## src/rtl/core/lkvc_pkg.sv

```systemverilog
package lkvc_pkg;

   localparam int ENTRIES    = 16;
   localparam int KEY_BITS   = 16;
   localparam int VALUE_BITS = 32;
   localparam int CAP_BITS   = 5;
   localparam int CNT_BITS   = $clog2(ENTRIES + 1);
   localparam int CMP_BITS   = (CNT_BITS > CAP_BITS) ? CNT_BITS : CAP_BITS;

   localparam logic [CAP_BITS-1:0] CAP_RESET = CAP_BITS'(ENTRIES);

   localparam logic ACTION_GET = 1'b0;
   localparam logic ACTION_PUT = 1'b1;

   // one stored pair, also the word handed from cell to cell
   typedef struct packed {
      logic                  valid;
      logic [KEY_BITS-1:0]   key;
      logic [VALUE_BITS-1:0] value;
   } entry_type;

   typedef struct packed {
      logic apply;       // item accepted this cycle
      logic hit;         // key found somewhere in the row
      logic miss_shift;  // this cell moves on a put of a new key
   } cell_ctl_type;

endpackage

```

## src/rtl/core/lkvc_cell.sv

```systemverilog
module lkvc_cell
   import lkvc_pkg::*;
(
   input  logic                  clock,
   input  logic                  reset,
   input  logic [KEY_BITS-1:0]   req_key,
   input  cell_ctl_type          ctl,
   input  entry_type             prev_entry,
   input  logic                  match_in,
   input  logic [VALUE_BITS-1:0] hit_value_in,
   output entry_type             entry,
   output logic                  match_out,
   output logic [VALUE_BITS-1:0] hit_value_out
);

   entry_type entry_ff;
   entry_type entry_in;
   logic      match;
   logic      shift;

   assign match         = entry_ff.valid && (entry_ff.key == req_key);
   // match_out is high when the hit sits in this cell or further down the row
   assign match_out     = match | match_in;
   assign hit_value_out = hit_value_in | (match ? entry_ff.value : '0);

   // on a hit, every cell up to the hit cell ages; on a new key, the row
   // up to the fill limit ages and, when full, the oldest word drops off the end
   assign shift    = ctl.apply && (ctl.hit ? match_out : ctl.miss_shift);
   assign entry_in = shift ? prev_entry : entry_ff;

   always_ff @(posedge clock) begin
      if (reset) begin
         entry_ff.valid <= 1'b0;
      end else begin
         entry_ff.valid <= entry_in.valid;
      end
      entry_ff.key   <= entry_in.key;
      entry_ff.value <= entry_in.value;
   end

   assign entry = entry_ff;

endmodule

```

## src/rtl/core/lru_key_value_cache_core.sv

```systemverilog
// Response: a request accepted at a clock edge shows its response, with
// rsp_valid high, during the following cycle; busy stays low.
// Throughput: one request per cycle; the key compare and recency shift over
// the row of entry cells finish in the accept cycle.
// Reset: synchronous; empties the cache and sets capacity to 16.
// The response cannot be stalled.
module lru_key_value_cache_core
   import lkvc_pkg::*;
(
   input  logic                         clock,
   input  logic                         reset,
   input  logic                         start,
   output logic                         busy,
   input  logic                         req_action,
   input  logic [KEY_BITS-1:0]          req_key,
   input  logic signed [VALUE_BITS-1:0] req_value,
   input  logic                         csr_wr_en,
   input  logic [CAP_BITS-1:0]          csr_wr_data,
   output logic                         rsp_valid,
   output logic                         rsp_hit,
   output logic signed [VALUE_BITS-1:0] rsp_read_value
);

   logic [CAP_BITS-1:0]   csr_capacity_ff;
   logic [CNT_BITS-1:0]   count_ff, count_in;
   logic                  rsp_valid_ff, rsp_hit_ff;
   logic [VALUE_BITS-1:0] rsp_value_ff, rsp_value_in;

   entry_type             entries [ENTRIES];
   entry_type             head;
   logic                  match_chain [ENTRIES+1];
   logic [VALUE_BITS-1:0] value_chain [ENTRIES+1];
   logic [ENTRIES-1:0]    valid_vec;

   logic                  hit;
   logic                  is_put;
   logic                  full;
   logic [CMP_BITS-1:0]   eff_cap;
   logic [CNT_BITS-1:0]   limit;

   assign busy   = 1'b0;
   assign is_put = (req_action == ACTION_PUT);
   assign hit    = match_chain[0];

   always_comb begin
      if (csr_capacity_ff == '0) begin
         eff_cap = CMP_BITS'(1);
      end else if (CMP_BITS'(csr_capacity_ff) > CMP_BITS'(ENTRIES)) begin
         eff_cap = CMP_BITS'(ENTRIES);
      end else begin
         eff_cap = CMP_BITS'(csr_capacity_ff);
      end
   end

   assign full  = (CMP_BITS'(count_ff) >= eff_cap);
   // last cell that moves on a new key: the oldest one when full, else the
   // first empty one
   assign limit = full ? (count_ff - CNT_BITS'(1)) : count_ff;

   assign head.valid = 1'b1;
   assign head.key   = req_key;
   assign head.value = is_put ? req_value : value_chain[0];

   assign match_chain[ENTRIES] = 1'b0;
   assign value_chain[ENTRIES] = '0;

   for (genvar i = 0; i < ENTRIES; i++) begin : g_cell
      cell_ctl_type ctl;
      entry_type    prev;

      assign ctl.apply      = start && !busy;
      assign ctl.hit        = hit;
      assign ctl.miss_shift = is_put && (CNT_BITS'(i) <= limit);

      if (i == 0) begin : g_head
         assign prev = head;
      end else begin : g_body
         assign prev = entries[i-1];
      end

      lkvc_cell u_cell (
         .clock         (clock),
         .reset         (reset),
         .req_key       (req_key),
         .ctl           (ctl),
         .prev_entry    (prev),
         .match_in      (match_chain[i+1]),
         .hit_value_in  (value_chain[i+1]),
         .entry         (entries[i]),
         .match_out     (match_chain[i]),
         .hit_value_out (value_chain[i])
      );

      assign valid_vec[i] = entries[i].valid;
   end

   always_comb begin
      count_in = count_ff;
      if (start && !busy && is_put && !hit && !full) begin
         count_in = count_ff + CNT_BITS'(1);
      end
   end

   assign rsp_value_in = (!is_put && hit) ? value_chain[0] : '0;

   always_ff @(posedge clock) begin
      if (reset) begin
         csr_capacity_ff <= CAP_RESET;
         count_ff        <= '0;
         rsp_valid_ff    <= 1'b0;
      end else begin
         if (csr_wr_en) begin
            csr_capacity_ff <= csr_wr_data;
         end
         count_ff     <= count_in;
         rsp_valid_ff <= start && !busy;
      end
   end

   always_ff @(posedge clock) begin
      rsp_hit_ff   <= hit;
      rsp_value_ff <= rsp_value_in;
   end

   assign rsp_valid      = rsp_valid_ff;
   assign rsp_hit        = rsp_hit_ff;
   assign rsp_read_value = rsp_value_ff;

   // occupied cells are exactly the count
   a_count_matches_valid: assert property (@(posedge clock) disable iff (reset)
      $countones(valid_vec) == count_ff)
      else $error("valid cells disagree with entry count");

   // occupied cells are packed at the young end of the row
   a_valid_packed: assert property (@(posedge clock) disable iff (reset)
      ((valid_vec & (valid_vec + ENTRIES'(1))) == '0))
      else $error("gap in occupied cells");

   // a hit needs a non-empty cache
   a_hit_needs_entry: assert property (@(posedge clock) disable iff (reset)
      (start && hit) |-> (count_ff != '0))
      else $error("hit on empty cache");

   // a put of a new key never leaves the count unchanged unless full
   a_count_grows: assert property (@(posedge clock) disable iff (reset)
      (start && is_put && !hit && !full) |=> (count_ff == $past(count_ff) + CNT_BITS'(1)))
      else $error("count did not advance on insert");

endmodule

```

## config.mk

```make
export PLATFORM = sky130hd
export DESIGN_NAME = lru_key_value_cache_core
export DESIGN_NICKNAME = d
export VERILOG_FILES = /design/src/rtl/core/lkvc_pkg.sv /design/src/rtl/core/lkvc_cell.sv /design/src/rtl/core/lru_key_value_cache_core.sv
export SDC_FILE = /design/constraint.sdc
export NUM_CORES = 1
export LEC_CHECK = 0
export BUFFER_PORTS_ARGS = -buffer_cell sky130_fd_sc_hd__buf_2
export CAP_MARGIN = 20
export CORE_UTILIZATION = 45
export CTS_CLUSTER_DIAMETER = 150
export DETAILED_ROUTE_END_ITERATION = 8
export HOLD_SLACK_MARGIN = 0.02
export PLACE_DENSITY_LB_ADDON = 0.1
export SLEW_MARGIN = 20
export SYNTH_ARGS = -nofsm -noshare
export SYNTH_HDL_FRONTEND = slang
export SYNTH_SLANG_ARGS = --single-unit
```

## constraint.sdc

```tcl
create_clock -name clock -period 19.61 [get_ports clock]
set_input_delay 5.883 -clock clock [delete_from_list [all_inputs] [get_ports clock]]
set_output_delay 5.883 -clock clock [all_outputs]
set_load 0.01 [all_outputs]
```

==> results by group <==
Synthesis
  – Most frequent cell after synthesis: edfxtp_1
  – Prevailing post-synth register cell: edfxtp_1
  – Syn Std Cell Area: around 32000 um^2
  – Top-area cell type share of the netlist area: 71.2%
  – Compound-Gate Fraction of Synth Area: ~8.1%
  – Mux cell area share after synthesis: less than 1%
  – Main combinational cell family by area after synthesis: compound AO/OA/AOI/OAI gates
  – Synth warn: 0
  – Mapped Nets: just over 2000
  – Xor and xnor fraction of the mapped netlist area: 7.14%
  – Synth cell types: 66
  – Mapped Cells: between 1500 and 2000
  – Post-synthesis simple-gate area fraction: 6.30%
  – Post-synth EDFFs: about 770
  – Syn avg cell area: around 16 um^2
  – Post-Synth Adder-Cell Area: 0.271%
  – Yosys top cell by area: edfxtp_1
  – Top area cells in the synthesized netlist: edfxtp_1, xnor2_1, dfxtp_1
  – Sequential area share after synthesis: 75.0%
  – Share of flip-flops with an asynchronous set or reset: 0%
  – Top cells by count, synth: edfxtp_1, xnor2_1, a22oi_1, nor2_1, nand3_1
  – #FFs+latches synth: 828

Clock tree
  – # hold bufs at CTS: 0
  – CTS tree: built
  – # Post-CTS Setup Buffers: 0
  – H-tree levels: 3
  – Clk sink count: 828
  – Worst-skew pair later-pin latency: 640 ps
  – Longest Clk Path Bufs: 3
  – Post_cts resized: 0
  – TritonCTS Buffers: 87
  – Worst-path clk slew: around 60 ps
  – Root Buffer: clkbuf_16

Setup path
  – Crit path kind: input pin to flip-flop
  – Crit end category: flip-flop
  – Worst path required time: around 20000 ps
  – Worst Path Arrival: 10170 ps
  – Startpoint types: input pin
  – Crit path max fanout: 49

Floorplanning
  – Core ar.: 70600 um^2
  – Row count: 97
  – Area of the die: 73000 um^2
  – Starting Density: a little under half
  – Die H: 270 um
  – Die X: between 200 and 300 um
  – Top-level I/O count: 93

Global routing
  – First-pass GRT wire length: 127000 um
  – Grt met3 use: slightly below 4%
  – Antenna violations before repair: 1
  – Vias in the first global route: 19200
  – Pin count of the biggest net entering global routing: 55
  – Grt total ovfl: 0
  – Total GRT Usage: a little under a quarter
  – GRT met1 Usage: 32.4%
  – Grt peak-use layer: met2
  – Met2 Use GR: 38.6%

Pwr
  – Total power: between 0.003 and 0.004 W
  – Pwr Density: 106 nW/um^2
  – Worst vdd ir: 70.3 uV
  – LEAKAGE: ~12 nW

Finish
  – Fin util: between 50% and 60%
  – Cell Count, Final, Fillers Out: 3089
  – Nets@finish: 2141
  – Layout cells sized above 1: 14.9%
  – N_diodes: 0
  – Area Growth Syn to Fin: 13.8%

Place
  – Routability congestion estimate: 0.819
  – Placed Cells: 2927
  – DP HPWL: 48700 um
  – PortBufs: 91

Timing
  – Final setup vio count: 0
  – RSZ-0062 raised after global routing: no
  – Final hold vios: 0
  – Tmin final: just under 10000 ps
  – Max Fclk: 0.101 GHz
  – Slew margin rel.: 30.0%
  – Layout Skew: ~30 ps
  – Tcrit/Tclk final: approximately half
  – Worst slew pin tran: ~1000 ps
  – Final setup TNS: 0 ps
  – Max-slew violations: 0

Route
  – First drt pass iteration count: 8
  – Routed Antenna Nets: 0
  – DR vias/cell: 5.96
  – Via count: between 15000 and 20000
  – Routed WL per cell: 27.9 um
  – DRT Wirelength: 86000 um
  – DRC violations left: 0
  – 1st-iter DRT viols: roughly 1800

Worst hold path
  – Hold WC Path Type: flip-flop to flip-flop

Run
  – Max cap viols: 0

Run status
  – Outcome: completed
-- cells in the final DEF (no fill, tap or decap), types with 4 or more instances in the layout --
cell type and count:
a22oi_1 129, bufinv_16 15, clkinv_2 15, and3_2 10, and2_1 12, mux2_2 10, xor2_1 39, xnor2_1 225
clkbuf_1 15, nor3b_1 4, and3_1 9, ha_1 7, nand4b_1 4, mux2i_1 18, o21ai_0 11, clkbuf_16 91
nor2_1 100, nor4_2 5, buf_4 35, or4_1 5, a221oi_1 65, a22o_1 64, or2_2 6, buf_2 91
nand4_1 63, nand3_1 70, nor3_1 11, clkbuf_8 11, clkinv_1 11, a21oi_1 31, edfxtp_1 768, inv_1 11
dfxtp_1 60, nor4_1 20, nand2_1 36
-- metal layers --
layer / vias to the layer above / wire length (um)
met5: - / 0
met4: 0 / 2230
met3: 179 / 6940
met2: 890 / 41200
met1: 9390 / 35700
li1: 7954 / -
-- worst paths after layout --
kind | startpoint | endpoint | slack [ps] | cells after the start
setup reg to reg | g_cell[6].u_cell.entry[39]$_DFFE_PP_ | g_cell[6].u_cell.entry[38]$_DFFE_PP_ | 15010 | 10
hold reg to reg | g_cell[8].u_cell.entry[14]$_DFFE_PP_ | g_cell[9].u_cell.entry[14]$_DFFE_PP_ | 430 | 0
setup / recovery | req_key[7] | g_cell[6].u_cell.entry[38]$_DFFE_PP_ | 9690 | 11
hold / removal | g_cell[8].u_cell.entry[14]$_DFFE_PP_ | g_cell[9].u_cell.entry[14]$_DFFE_PP_ | 430 | 0
-- worst max-delay path: stages --
cell     delay [ps]
buf_2           430
xnor2_1         200
nand4_1         170
nor4_1          100
and3_2          190
buf_4           320
or4_4           620
nor3_1          850
nand2_1         290
o41ai_4         280
buf_4           720
-- report_power, final --
part / switching [W] / internal, W / total, W
Clock: 0.000684 / 0.00109 / 0.00177
Combinational: 0.0000971 / 0.0000440 / 0.000141
Sequential: 0.0000274 / 0.00197 / 0.00200
-- registers in the layout, indices dropped and copies added, names as in the netlist --
signal	count
csr_capacity_ff	5
rsp_valid	1
rsp_read_value	32
g_cell.u_cell.entry	784
rsp_hit	1
count_ff	5
-- logic make-up (layout without fill, tap and decap cells) --
group | Yosys count | count (layout)
simple gates | 380 | 380
mux | 28 | 28
fa+ha+maj | 7 | 7
xor+xnor | 264 | 264
compound gates | 340 | 340
flops | 828 | 828
other cells | 1 | 1
buf+inv | 128 | 301
-- stage by stage --
step	setup WS (ps)	instance area (um^2)	hold slack, ps
floorplan	8740	32400	426
global placement	9070	33700	429
detailed placement	9060	33700	433
CTS	9720	36800	432
global route	9570	36800	444
finish	9690	36800	431
-- layout make-up --
class                      instances  area, um^2
fill                            5850       33800
sequential                       828       24300
multi-input combinational       1020        7540
clock buffer                     117        2480
tap                              940        1180
timing repair buffer             126         718
clock inverter                    45         612
inverter                          13        48.8
(Power assumes the default switching activity.)
